**config.mk**
```make
export PLATFORM = sky130hd
export DESIGN_NAME = windowed_local_peak_detector
export DESIGN_NICKNAME = d
export VERILOG_FILES = /design/src/rtl/core/wlpd_pkg.sv /design/src/rtl/core/windowed_local_peak_detector.sv /design/src/rtl/core/wlpd_cell.sv /design/src/rtl/core/wlpd_chain.sv
export SDC_FILE = /design/constraint.sdc
export NUM_CORES = 2
export LEC_CHECK = 0
export BUFFER_PORTS_ARGS = -buffer_cell sky130_fd_sc_hd__clkbuf_2
export CORE_UTILIZATION = 30
export CTS_CLUSTER_DIAMETER = 80
export DETAILED_ROUTE_END_ITERATION = 8
export PLACE_DENSITY_LB_ADDON = 0.08
export SLEW_MARGIN = 20
export SYNTH_ARGS = -nofsm -noshare
export SYNTH_HDL_FRONTEND = slang
export SYNTH_SLANG_ARGS = --single-unit
```
**constraint.sdc**
```tcl
create_clock -name clk -period 36.6 [get_ports clk]
set_input_delay 1.83 -clock clk [delete_from_list [all_inputs] [get_ports clk]]
set_output_delay 1.83 -clock clk [all_outputs]
set_load 0.1 [all_outputs]
```
**src/rtl/core/wlpd_pkg.sv**
```systemverilog
// Shared types and constants for the windowed local peak detector.
`default_nettype none
package wlpd_pkg;

  localparam int SAMPLE_W        = 16;
  localparam int PIDX_W          = 17;
  localparam int WH_W            = 5;
  localparam int IN_TDATA_W      = 16;
  localparam int OUT_TDATA_W     = 24;
  localparam int DEF_MAX_HALF    = 16;
  localparam int DEF_MAX_SAMPLES = 65536;
  localparam logic [WH_W-1:0] WH_RESET = 5'd3;

  typedef enum logic [0:0] {
    ST_IDLE,
    ST_RESOLVE
  } state_t;

  typedef struct packed {
    logic shift;
    logic clear;
    logic clr_mark;
    logic new_cand;
    logic flush_all;
  } chain_ctrl_t;

  typedef struct packed {
    logic any_pending;
    logic peak_ok;
    logic head_valid;
    logic next_valid;
  } chain_stat_t;

endpackage
`default_nettype wire

```
**src/rtl/core/windowed_local_peak_detector.sv**
```systemverilog
// Top level of the windowed local peak detector: control, counter, output stage.
// Candidates are checked one per cycle from the cycle after the beat, stalling while a
// found peak waits for the output; a peak is held and leaves with the check of the next
// peak of its beat or after the last check; the end marker follows the last peak or last
// check, or an empty beat. A new beat is taken only in idle, after the previous one is
// resolved. Reset (rst_n low, sync): state and flags cleared, window_half = 3.
`default_nettype none
module windowed_local_peak_detector #(
  parameter int MAX_HALF    = wlpd_pkg::DEF_MAX_HALF,
  parameter int MAX_SAMPLES = wlpd_pkg::DEF_MAX_SAMPLES
) (
  input  wire                                  clk,
  input  wire                                  rst_n,
  input  wire                                  in_tvalid,
  output logic                                 in_tready,
  input  wire  [wlpd_pkg::IN_TDATA_W-1:0]      in_tdata,   // [15:0] sample
  input  wire                                  in_tlast,   // last
  output logic                                 out_tvalid,
  input  wire                                  out_tready,
  output logic [wlpd_pkg::OUT_TDATA_W-1:0]     out_tdata,  // [16:0] peak_index, [17] peak_found
  output logic                                 out_tlast,  // last_of_run
  input  wire                                  cfg_wr_en,
  input  wire  [wlpd_pkg::WH_W-1:0]            cfg_wr_data // window_half
);

  localparam int DEPTH = 2 * MAX_HALF + 1;
  localparam int IDX_W = $clog2(DEPTH);
  localparam int CNT_W = $clog2(MAX_SAMPLES + 1);
  localparam int PW    = wlpd_pkg::PIDX_W;

  wlpd_pkg::state_t       state_r, state_nxt;
  wlpd_pkg::chain_ctrl_t  ctrl;
  wlpd_pkg::chain_stat_t  stat;

  logic [wlpd_pkg::WH_W-1:0]            wh_cfg_r;
  logic [IDX_W-1:0]                     wh;
  logic [IDX_W-1:0]                     sel;
  logic signed [wlpd_pkg::SAMPLE_W-1:0] head_sample;
  logic signed [wlpd_pkg::SAMPLE_W-1:0] in_sample;

  logic [CNT_W-1:0]  count_r, count_nxt;
  logic signed [1:0] slope_r, slope_nxt;
  logic              last_r, last_nxt;
  logic              hold_v_r, hold_v_nxt;
  logic [PW-1:0]     hold_idx_r, hold_idx_nxt;
  logic              out_v_r, out_v_nxt;
  logic [PW-1:0]     out_idx_r, out_idx_nxt;
  logic              out_found_r, out_found_nxt;
  logic              out_last_r, out_last_nxt;

  logic              accept;
  logic              emit_free;
  logic signed [wlpd_pkg::SAMPLE_W:0] diff;
  logic signed [1:0] slope_new;
  logic signed [2:0] slope_step;
  logic [PW-1:0]     peak_idx;

  assign in_sample = wlpd_pkg::SAMPLE_W'(in_tdata);
  assign wh = ({{(32-wlpd_pkg::WH_W){1'b0}}, wh_cfg_r} > 32'(MAX_HALF)) ?
              IDX_W'(MAX_HALF) : IDX_W'(wh_cfg_r);

  wlpd_chain #(.MAX_HALF(MAX_HALF), .DEPTH(DEPTH), .IDX_W(IDX_W)) u_chain (
    .clk(clk), .rst_n(rst_n), .ctrl(ctrl), .wh(wh), .in_sample(in_sample),
    .stat(stat), .sel(sel), .head_sample(head_sample)
  );

  always_ff @(posedge clk) begin
    if (!rst_n) begin
      wh_cfg_r <= wlpd_pkg::WH_RESET;
    end else if (cfg_wr_en) begin
      wh_cfg_r <= cfg_wr_data;
    end
  end

  always_ff @(posedge clk) begin
    if (!rst_n) begin
      state_r  <= wlpd_pkg::ST_IDLE;
      count_r  <= '0;
      slope_r  <= '0;
      last_r   <= 1'b0;
      hold_v_r <= 1'b0;
      out_v_r  <= 1'b0;
    end else begin
      state_r  <= state_nxt;
      count_r  <= count_nxt;
      slope_r  <= slope_nxt;
      last_r   <= last_nxt;
      hold_v_r <= hold_v_nxt;
      out_v_r  <= out_v_nxt;
    end
  end

  always_ff @(posedge clk) begin
    hold_idx_r  <= hold_idx_nxt;
    out_idx_r   <= out_idx_nxt;
    out_found_r <= out_found_nxt;
    out_last_r  <= out_last_nxt;
  end

  always_comb begin
    diff       = {in_sample[wlpd_pkg::SAMPLE_W-1], in_sample} -
                 {head_sample[wlpd_pkg::SAMPLE_W-1], head_sample};
    slope_new  = (diff > 0) ? 2'sd1 : ((diff < 0) ? -2'sd1 : 2'sd0);
    slope_step = {slope_new[1], slope_new} - {slope_r[1], slope_r};
    peak_idx   = (32'(count_r) > 32'(sel)) ? PW'(count_r - CNT_W'(sel)) : '0;
  end

  always_comb begin
    state_nxt     = state_r;
    count_nxt     = count_r;
    slope_nxt     = slope_r;
    last_nxt      = last_r;
    hold_v_nxt    = hold_v_r;
    hold_idx_nxt  = hold_idx_r;
    out_v_nxt     = out_v_r && !out_tready;
    out_idx_nxt   = out_idx_r;
    out_found_nxt = out_found_r;
    out_last_nxt  = out_last_r;
    ctrl          = '0;
    ctrl.flush_all = last_r;
    emit_free     = !out_v_r || out_tready;
    in_tready     = 1'b0;
    accept        = 1'b0;

    unique case (state_r)
      wlpd_pkg::ST_IDLE: begin
        in_tready = 1'b1;
        accept    = in_tvalid;
        if (accept) begin
          ctrl.shift    = 1'b1;
          ctrl.new_cand = stat.head_valid && stat.next_valid && slope_step[2];
          if (stat.head_valid) begin
            slope_nxt = slope_new;
          end
          if (count_r != CNT_W'(MAX_SAMPLES)) begin
            count_nxt = count_r + 1'b1;
          end
          last_nxt  = in_tlast;
          state_nxt = wlpd_pkg::ST_RESOLVE;
        end
      end
      wlpd_pkg::ST_RESOLVE: begin
        if (stat.any_pending) begin
          if (!(stat.peak_ok && hold_v_r && !emit_free)) begin
            ctrl.clr_mark = 1'b1;
            if (stat.peak_ok) begin
              if (hold_v_r) begin
                out_v_nxt     = 1'b1;
                out_idx_nxt   = hold_idx_r;
                out_found_nxt = 1'b1;
                out_last_nxt  = 1'b0;
              end
              hold_v_nxt   = 1'b1;
              hold_idx_nxt = peak_idx;
            end
          end
        end else if (hold_v_r) begin
          if (emit_free) begin
            out_v_nxt     = 1'b1;
            out_idx_nxt   = hold_idx_r;
            out_found_nxt = 1'b1;
            out_last_nxt  = !last_r;
            hold_v_nxt    = 1'b0;
            if (!last_r) begin
              state_nxt = wlpd_pkg::ST_IDLE;
            end
          end
        end else if (last_r) begin
          if (emit_free) begin
            out_v_nxt     = 1'b1;
            out_idx_nxt   = '0;
            out_found_nxt = 1'b0;
            out_last_nxt  = 1'b1;
            ctrl.clear    = 1'b1;
            count_nxt     = '0;
            slope_nxt     = '0;
            last_nxt      = 1'b0;
            state_nxt     = wlpd_pkg::ST_IDLE;
          end
        end else begin
          state_nxt = wlpd_pkg::ST_IDLE;
        end
      end
      default: begin
        state_nxt = wlpd_pkg::ST_IDLE;
      end
    endcase
  end

  assign out_tvalid = out_v_r;
  assign out_tdata  = {{(wlpd_pkg::OUT_TDATA_W-PW-1){1'b0}}, out_found_r, out_idx_r};
  assign out_tlast  = out_last_r;

endmodule
`default_nettype wire

```
**src/rtl/core/wlpd_cell.sv**
```systemverilog
// One window cell: sample, valid and candidate mark, plus its window comparator.
`default_nettype none
module wlpd_cell #(
  parameter int POS   = 0,
  parameter int IDX_W = 6
) (
  input  wire                                  clk,
  input  wire                                  rst_n,
  input  wlpd_pkg::chain_ctrl_t                ctrl,
  input  wire  [IDX_W-1:0]                     sel,
  input  wire  [IDX_W-1:0]                     wh,
  input  wire  signed [wlpd_pkg::SAMPLE_W-1:0] cand,
  input  wire  signed [wlpd_pkg::SAMPLE_W-1:0] prev_sample,
  input  wire                                  prev_valid,
  input  wire                                  prev_mark,
  output logic signed [wlpd_pkg::SAMPLE_W-1:0] sample,
  output logic                                 valid,
  output logic                                 mark,
  output logic                                 viol
);

  logic signed [wlpd_pkg::SAMPLE_W-1:0] sample_r;
  logic                                 valid_r;
  logic                                 mark_r;
  logic                                 in_range;
  logic [IDX_W:0]                       pos_x;
  logic [IDX_W:0]                       sel_x;
  logic [IDX_W:0]                       wh_x;

  always_ff @(posedge clk) begin
    if (!rst_n) begin
      valid_r <= 1'b0;
      mark_r  <= 1'b0;
    end else if (ctrl.clear) begin
      valid_r <= 1'b0;
      mark_r  <= 1'b0;
    end else if (ctrl.shift) begin
      valid_r <= prev_valid;
      mark_r  <= prev_mark;
    end else if (ctrl.clr_mark && (sel == IDX_W'(POS))) begin
      mark_r  <= 1'b0;
    end
  end

  always_ff @(posedge clk) begin
    if (ctrl.shift) begin
      sample_r <= prev_sample;
    end
  end

  always_comb begin
    pos_x    = (IDX_W+1)'(POS);
    sel_x    = {1'b0, sel};
    wh_x     = {1'b0, wh};
    in_range = (pos_x + wh_x >= sel_x) && (pos_x <= sel_x + wh_x);
  end

  assign sample = sample_r;
  assign valid  = valid_r;
  assign mark   = mark_r;
  assign viol   = valid_r && in_range && (sample_r > cand);

endmodule
`default_nettype wire

```
**src/rtl/core/wlpd_chain.sv**
```systemverilog
// Shift chain of window cells with oldest-pending select and peak check.
`default_nettype none
module wlpd_chain #(
  parameter int MAX_HALF = wlpd_pkg::DEF_MAX_HALF,
  parameter int DEPTH    = 2 * MAX_HALF + 1,
  parameter int IDX_W    = $clog2(DEPTH)
) (
  input  wire                                  clk,
  input  wire                                  rst_n,
  input  wlpd_pkg::chain_ctrl_t                ctrl,
  input  wire  [IDX_W-1:0]                     wh,
  input  wire  signed [wlpd_pkg::SAMPLE_W-1:0] in_sample,
  output wlpd_pkg::chain_stat_t                stat,
  output logic [IDX_W-1:0]                     sel,
  output logic signed [wlpd_pkg::SAMPLE_W-1:0] head_sample
);

  logic signed [wlpd_pkg::SAMPLE_W-1:0] sample_q [DEPTH];
  logic [DEPTH-1:0]                     valid_q;
  logic [DEPTH-1:0]                     mark_q;
  logic [DEPTH-1:0]                     viol_q;
  logic [DEPTH-1:0]                     pend;
  logic signed [wlpd_pkg::SAMPLE_W-1:0] cand;

  for (genvar k = 0; k < DEPTH; k++) begin : g_cell
    if (k == 0) begin : g_head
      wlpd_cell #(.POS(k), .IDX_W(IDX_W)) u_cell (
        .clk(clk), .rst_n(rst_n), .ctrl(ctrl), .sel(sel), .wh(wh), .cand(cand),
        .prev_sample(in_sample), .prev_valid(1'b1), .prev_mark(1'b0),
        .sample(sample_q[k]), .valid(valid_q[k]), .mark(mark_q[k]), .viol(viol_q[k])
      );
    end else if (k == 1) begin : g_next
      wlpd_cell #(.POS(k), .IDX_W(IDX_W)) u_cell (
        .clk(clk), .rst_n(rst_n), .ctrl(ctrl), .sel(sel), .wh(wh), .cand(cand),
        .prev_sample(sample_q[k-1]), .prev_valid(valid_q[k-1]),
        .prev_mark(ctrl.new_cand),
        .sample(sample_q[k]), .valid(valid_q[k]), .mark(mark_q[k]), .viol(viol_q[k])
      );
    end else begin : g_body
      wlpd_cell #(.POS(k), .IDX_W(IDX_W)) u_cell (
        .clk(clk), .rst_n(rst_n), .ctrl(ctrl), .sel(sel), .wh(wh), .cand(cand),
        .prev_sample(sample_q[k-1]), .prev_valid(valid_q[k-1]),
        .prev_mark(mark_q[k-1]),
        .sample(sample_q[k]), .valid(valid_q[k]), .mark(mark_q[k]), .viol(viol_q[k])
      );
    end
  end

  always_comb begin
    pend = '0;
    sel  = '0;
    for (int a = 1; a < DEPTH; a++) begin
      pend[a] = mark_q[a] && ((IDX_W'(a) >= wh) || ctrl.flush_all);
      if (pend[a]) begin
        sel = IDX_W'(a);
      end
    end
  end

  assign cand             = sample_q[sel];
  assign head_sample      = sample_q[0];
  assign stat.any_pending = |pend;
  assign stat.peak_ok     = ~|viol_q;
  assign stat.head_valid  = valid_q[0];
  assign stat.next_valid  = valid_q[1];

endmodule
`default_nettype wire

```
==> Word level (Yosys, flattened, before mapping) <==
Index checks and enable logic that the tools add are counted.
{ "totals": {"inputBits": 27, "latchBits": 0, "word_cells": 751, "rom_bits": 0, "out_inout_bits": 27, "mem_count": 0, "mem_bits_rw": 0, "register_bits": 657} }
{ "op_classes": {"magnitude_cmp": 136, "n_div": 0, "n_mux": 172, "mul": 0, "bitwise": 5, "reduce_logical": 249, "eq_ne": 43, "addsub": 37, "shift": 0} }
{ "op_table": {"columns": ["op", "n"], "rows": [
  ["$gt A16 B16 Y1", 33],
  ["$mux W17", 12],
  ["$ge A6 B6 Y1", 31],
  ["$logic_and A1 B1 Y1", 168],
  ["$le A5 B7 Y1 const A", 16],
  ["$mux W1", 112],
  ["$add A5 B5 Y6 const A", 16],
  ["$bmux W16 S6", 1],
  ["$eq A6 B5 Y1 const B", 16],
  ["$mux W5", 17],
  ["$ge A5 B5 Y1 const A", 16],
  ["$reduce_bool A2 Y1", 34],
  ["$le A4 B7 Y1 const A", 8],
  ["$add A4 B5 Y6 const A", 8],
  ["$eq A6 B4 Y1 const B", 8],
  ["$ge A4 B5 Y1 const A", 8],
  ["$pmux W17 S2", 1],
  ["$logic_or A1 B1 Y1", 33],
  ["$reduce_or A33 Y1", 1],
  ["$mux W16", 2],
  ["$mux W4", 8],
  ["$reduce_or A32 Y1", 1],
  ["$le A3 B7 Y1 const A", 4],
  ["$add A3 B5 Y6 const A", 4],
  ["41 further kinds", 84]
]} }

==> Logic depth before layout (Yosys ltp) <==
{ "logic_depth": {"word_depth": 53, "depth_mapped": 37, "ltp_nobuf": 31} }

==> Hierarchy <==
From an unflattened synthesis, not the netlist that was laid out.
{ "unflattened": {"cells_unflattened": 5962, "area_unflattened_um2": 56604.3} }
{ "modules_own_cells": {"columns": ["module", "seq_area_each_um2", "instances", "area_each_um2", "cells_each"], "rows": [
  ["wlpd_chain", 0.0, 1, 6680.2, 1053],
  ["windowed_local_peak_detector", 1641.6, 1, 4224.1, 484],
  ["wlpd_cell (u_chain.g_cell[28].g_body.u_cell)", 520.5, 1, 1477.7, 156],
  ["wlpd_cell (u_chain.g_cell[11].g_body.u_cell)", 520.5, 1, 1463.9, 142],
  ["wlpd_cell (u_chain.g_cell[13].g_body.u_cell)", 520.5, 1, 1438.9, 138],
  ["wlpd_cell (u_chain.g_cell[15].g_body.u_cell)", 520.5, 1, 1433.9, 139],
  ["wlpd_cell (u_chain.g_cell[25].g_body.u_cell)", 520.5, 1, 1433.9, 133],
  ["wlpd_cell (u_chain.g_cell[17].g_body.u_cell)", 520.5, 1, 1425.1, 139],
  ["wlpd_cell (u_chain.g_cell[9].g_body.u_cell)", 520.5, 1, 1422.6, 138],
  ["wlpd_cell (u_chain.g_cell[20].g_body.u_cell)", 520.5, 1, 1421.4, 140],
  ["wlpd_cell (u_chain.g_cell[27].g_body.u_cell)", 520.5, 1, 1420.1, 142],
  ["wlpd_cell (u_chain.g_cell[14].g_body.u_cell)", 520.5, 1, 1413.9, 137],
  ["wlpd_cell (u_chain.g_cell[26].g_body.u_cell)", 520.5, 1, 1408.9, 136],
  ["wlpd_cell (u_chain.g_cell[22].g_body.u_cell)", 520.5, 1, 1403.8, 137],
  ["21 more rows", null, null, null, null]
]} }

==> Worst setup path before layout <==
OpenSTA, ideal clock, no wires.
{ "synth_path": {"kind": "input-to-reg", "start": "input in_tvalid", "end": "register u_chain.g_cell[0].g_head.u_cell.sample_r, in the netlist u_chain.g_cell[0].g_head.u_cell.sample[0] (enable)", "setup_slack_ns": 18.740, "arrival_time_ns": 16.761, "t_required_ns": 35.501, "stages": 4, "path_buffers": 2, "setup_time_ns": 1.099, "cell_sequence": "nand2_1 -> inv_1 -> clkbuf_1 -> clkbuf_1"} }
{ "synth_lines": {"columns": ["element", "line", "source"], "rows": [
  ["start: declaration", "windowed_local_peak_detector.sv:14", "input wire in_tvalid,"],
  ["end signal: assignment", "wlpd_cell.sv:47", "sample_r <= prev_sample;"],
  ["end: declaration", "wlpd_cell.sv:22", "logic signed [wlpd_pkg::SAMPLE_W-1:0] sample_r;"]
]} }

==> Worst setup path after layout <==
{ "layout_path": {"start": "register wh_cfg_r[4] (netlist bit)", "end": "register hold_idx_r[12] (enable)"} }
{ "layout_between": {"elab_chain_len": 49, "word_cells_on_any_way": 373, "cone_classes": "add/sub: 33; order compare: 132; mux: 36; bitwise: 3; reduce/logical: 169"} }
{ "layout_lines": {"columns": ["element", "line", "source"], "rows": [
  ["start: declaration", "windowed_local_peak_detector.sv:35", "logic [wlpd_pkg::WH_W-1:0] wh_cfg_r;"],
  ["start signal: assignment", "windowed_local_peak_detector.sv:69", "wh_cfg_r <= wlpd_pkg::WH_RESET;"],
  ["start signal: assignment", "windowed_local_peak_detector.sv:71", "wh_cfg_r <= cfg_wr_data;"],
  ["$gt A5 B5 Y1", "windowed_local_peak_detector.sv:59", "assign wh = ({{(32-wlpd_pkg::WH_W){1'b0}}, wh_cfg_r} > 32'(MAX_HALF)) ?"],
  ["$mux W5 (*)", "windowed_local_peak_detector.sv:59", null],
  ["$ge A1 B5 Y1", "wlpd_chain.sv:53", "pend[a] = mark_q[a] && ((IDX_W'(a) >= wh) || ctrl.flush_all);"],
  ["$logic_or A1 B1 Y1", "wlpd_chain.sv:53", null],
  ["$logic_and A1 B1 Y1", "wlpd_chain.sv:53", null],
  ["$mux W1", "wlpd_chain.sv:54", "if (pend[a]) begin"],
  ["$mux W2 (2 in series)", "wlpd_chain.sv:54", null],
  ["$mux W3 (4 in series)", "wlpd_chain.sv:54", null],
  ["[27 not listed]", null, null],
  ["$mux W16 (implied by the code) (2 in series)", "wlpd_chain.sv:60", "assign cand = sample_q[sel];"],
  ["$gt A16 B16 Y1", "wlpd_cell.sv:61", "assign viol = valid_r && in_range && (sample_r > cand);"],
  ["$logic_and A1 B1 Y1", "wlpd_cell.sv:61", null],
  ["$reduce_or A33 Y1", "wlpd_chain.sv:63", "assign stat.peak_ok = ~|viol_q;"],
  ["$logic_not A1 Y1", "wlpd_chain.sv:63", null],
  ["$logic_and A1 B1 Y1 (2 in series)", "windowed_local_peak_detector.sv:144", "if (!(stat.peak_ok && hold_v_r && !emit_free)) begin"],
  ["$not A1 Y1 (no line)", null, null],
  ["$reduce_and A4 Y1 (no line) (*)", null, null],
  ["end signal: assignment", "windowed_local_peak_detector.sv:94", "hold_idx_r <= hold_idx_nxt;"],
  ["end: declaration", "windowed_local_peak_detector.sv:45", "logic [PW-1:0] hold_idx_r, hold_idx_nxt;"]
]} }
Every way passes the cells marked *; elsewhere a longest branch is shown, timed or not. The select of a mux whose other input is x is not followed.
A chain may end at the register's enable or synchronous reset.

==> results by group <==
Floorplanning
  – Starting Density: 30.3%
  – # IOs: 54
  – Die Area: between 100000 and 150000 µm²
  – Die Span Y: about 380 µm
  – # rows: 137
  – Die Wd: about 380 µm
  – Core area: between 100000 and 150000 µm²

Logic synthesis
  – Synth Register Bits: 657
  – Synth unique cells: a little under 100
  – Sequential share of the synthesized area: between 40% and 50%
  – Post-Syn Area: about 42000 µm²
  – Post-synth ARST share: 0%
  – Syn avg cell area: 10.6 µm²
  – Syn. warnings: 0
  – Post-synth EDFFs: between 500 and 600
  – Post-synthesis instance total: 4013
  – Prevailing post-synth register cell: edfxtp_1

Setup path
  – Slowest CP cell: or4_2
  – FF-to-FF End: hold_idx_r[12]
  – R2r setup slk: ~24000 ps
  – CP dominant cell by count: buf_4
  – Reg2reg path depth: 32
  – Startpoint Class: flip-flop
  – Crit. End Element: flip-flop
  – Required @ worst endpoint: 36940 ps
  – Kind of critical path: reg2reg
  – Crit path largest cell delay: 920 ps
  – Worst reg2reg path startpoint: wh_cfg_r[4]
  – CP max FO: 36
  – Worst EP arrival: approximately 13000 ps

CTS
  – Clk slew on worst S/H paths: approximately 60 ps
  – Post-CTS Hold Fix Bufs: 0
  – H-tree Lvls: 3
  – Post-CTS sizing: 0
  – CTS tree: built
  – Clock net sink count: between 600 and 700
  – Post-CTS setup buffer count: 0
  – Num CTS Buffers: 87
  – Clock Tree Buf Depth: 3
  – Clock latency at the later pin of the worst-skew pair: 710 ps
  – Clk root buf: clkbuf_16

Routing
  – First drt pass iteration count: 6
  – Final wirelength: 192000 µm
  – Vias: about 35000
  – Wire per inst: 31.5 µm
  – Remaining antenna violation count: 0
  – Vias/cell: about 5.7
  – Number of DRC markers in iteration 0: roughly 3500
  – # DRC: 0

GRT
  – First-pass GRT wire length: roughly 260000 µm
  – Grt ovf: 0
  – Vias in the first global route: approximately 34000
  – Antenna violations before repair: 8
  – Largest net degree at the start of global routing: 100
  – Gr usage total: about a quarter

Layout
  – Multi-input logic area: ~23000 µm²
  – Layout area overhead: 14.2%
  – Share of cells above drive strength 1: under 10%
  – Fin util: 34.6%
  – Fillers: about 14000
  – N_diodes: 0
  – FF+latch area: roughly 19000 µm²
  – Final nets: 4840
  – Final Non-Filler Cells: 6091

Min path
  – Hold Crit Start: u_chain.g_cell[13].g_body.u_cell.sample[0]
  – Hold Crit Class: reg2reg
  – Worst Hold Depth: 0
  – Hold endpoint: u_chain.g_cell[14].g_body.u_cell.sample[0]

Outcome
  – Status: complete, no violations

Power and ir drop
  – Peak VDD IR: about 34 µV
  – Pwr dens: 43.8 nW/µm²
  – Leakage: between 0.015 and 0.02 µW

Job
  – Max cap viols: 0

Timing
  – Final hold vios: 0
  – TNS Setup: 0 ps
  – F_max: around 77 MHz
  – Setup clock skew after layout: slightly above 30 ps
  – Final Setup Violations: 0
  – Worst slew margin: 12.4%
  – RSZ-0062 raised after global routing: false
  – Slew Limit Fails: 0
  – Worst Tran Pin Value: 1300 ps
  – Final worst path period need: about 13000 ps
  – Fraction of the cycle the final worst path needs: between 30 and 40%

Place
  – Placed Cells: between 5000 and 6000
  – Post-detail-place hpwl: 146000 µm
  – I/O Buffers: 47
  – Final RePlAce weighted congestion: just under 1
cells by family (layout without fill, tap and decap cells):
group | after synthesis | in the layout | share of synthesized area [%]
compound gates | 1184 | 1184 | 18.4
simple gates | 1129 | 1129 | 13.1
fa+ha+maj | 674 | 674 | 19.9
flops | 657 | 657 | 44.3
buf+inv | 302 | 488 | 2.84
xor+xnor | 43 | 43 | 0.887
mux | 23 | 23 | 0.551
other cells | 1 | 17 | 0.00883
flip-flops by register name, indices dropped and copies added (netlist names), 2 cells and up:
name                                 flops
u_chain.g_cell.g_body.u_cell.mark       31
u_chain.g_cell.g_body.u_cell.valid      31
out_idx_r                               17
hold_idx_r                              17
slope_r                                  2
count_r                                 17
u_chain.g_cell.g_body.u_cell.sample    496
wh_cfg_r                                 5
u_chain.g_cell.g_head.u_cell.sample     16
u_chain.g_cell.g_next.u_cell.sample     16
Yosys cell counts, types with 82 or more instances:
cell / n / area [µm²]
nand2_1: 336 / 1260
clkbuf_1: 87 / 327
o22ai_1: 122 / 763
edfxtp_1: 564 / 16900
dfxtp_1: 93 / 1860
o21ai_0: 219 / 1100
nor3_1: 96 / 480
nand3_1: 82 / 410
nand4_1: 116 / 726
a21oi_1: 297 / 1490
ha_1: 670 / 8380
nor2_1: 228 / 856
inv_1: 166 / 623
a21o_1: 97 / 728
final cells by class:
type / instances / area share (%)
clock buffers: 108 / 4.85
well taps: 1876 / 4.84
multi-input cells: 3070 / 46.8
clock inverters: 56 / 1.20
repair buffers: 153 / 2.18
inverters: 171 / 1.34
flip-flops and latches: 657 / 38.8
placed cells by master, fill, tap and decap left out, types with 82 or more instances in the layout:
master	count
ha_1	670
edfxtp_1	564
nand2_1	334
a21oi_1	296
nor2_1	223
o21ai_0	216
inv_1	164
o22ai_1	121
nand4_1	116
buf_4	104
a21o_1	97
nor3_1	95
dfxtp_1	93
clkbuf_16	90
nand3_1	82
stage by stage:
stage | power (µW) | hold slack [ps] | cell area, µm² | worst slack [ps]
6_report | 2120 | 450 | 48500 | 23640
5_1_grt | 2200 | 459 | 48500 | 23190
4_1_cts | 2140 | 450 | 48500 | 23680
3_5_place_dp | 1240 | 437 | 45500 | 23730
3_3_place_gp | 1240 | 431 | 45500 | 23510
2_1_floorplan | 1120 | 426 | 42500 | 18740
power by group:
group	switching, µW	internal, µW
clock	377	518
sequential	46.5	864
combinational	209	111
total	632	1490
layer usage:
| layer | share of wire (%) | GRT usage [%] |
|---|---|---|
| met5 | 0.0037 | 0 |
| met4 | 3.7 | 9.14 |
| met3 | 6.2 | 4.03 |
| met2 | 47 | 43.4 |
| met1 | 44 | 35.2 |
worst max-delay path: cells and delay by family, from the launching register on:
family / cells / cell delay (ps)
buf+inv: 7 / 2570
compound gates: 12 / 4200
simple gates: 11 / 4450
fa+ha+maj: 2 / 750
flops: 1 / 510
worst max-delay path by stage:
stage / slack, ps / to / start / depth (start not counted)
after floorplan: 18740 / u_chain.g_cell[0].g_head.u_cell.sample[0] / in_tvalid / 4
after global placement: 23510 / hold_idx_r[12] / wh_cfg_r[4] / 32
after detailed placement: 23730 / hold_idx_r[12] / wh_cfg_r[4] / 32
after CTS: 23680 / hold_idx_r[4] / wh_cfg_r[4] / 32
after global routing: 23190 / hold_idx_r[15] / wh_cfg_r[4] / 33
final: 23640 / hold_idx_r[12] / wh_cfg_r[4] / 32
Power figures use the tool's default switching activity.
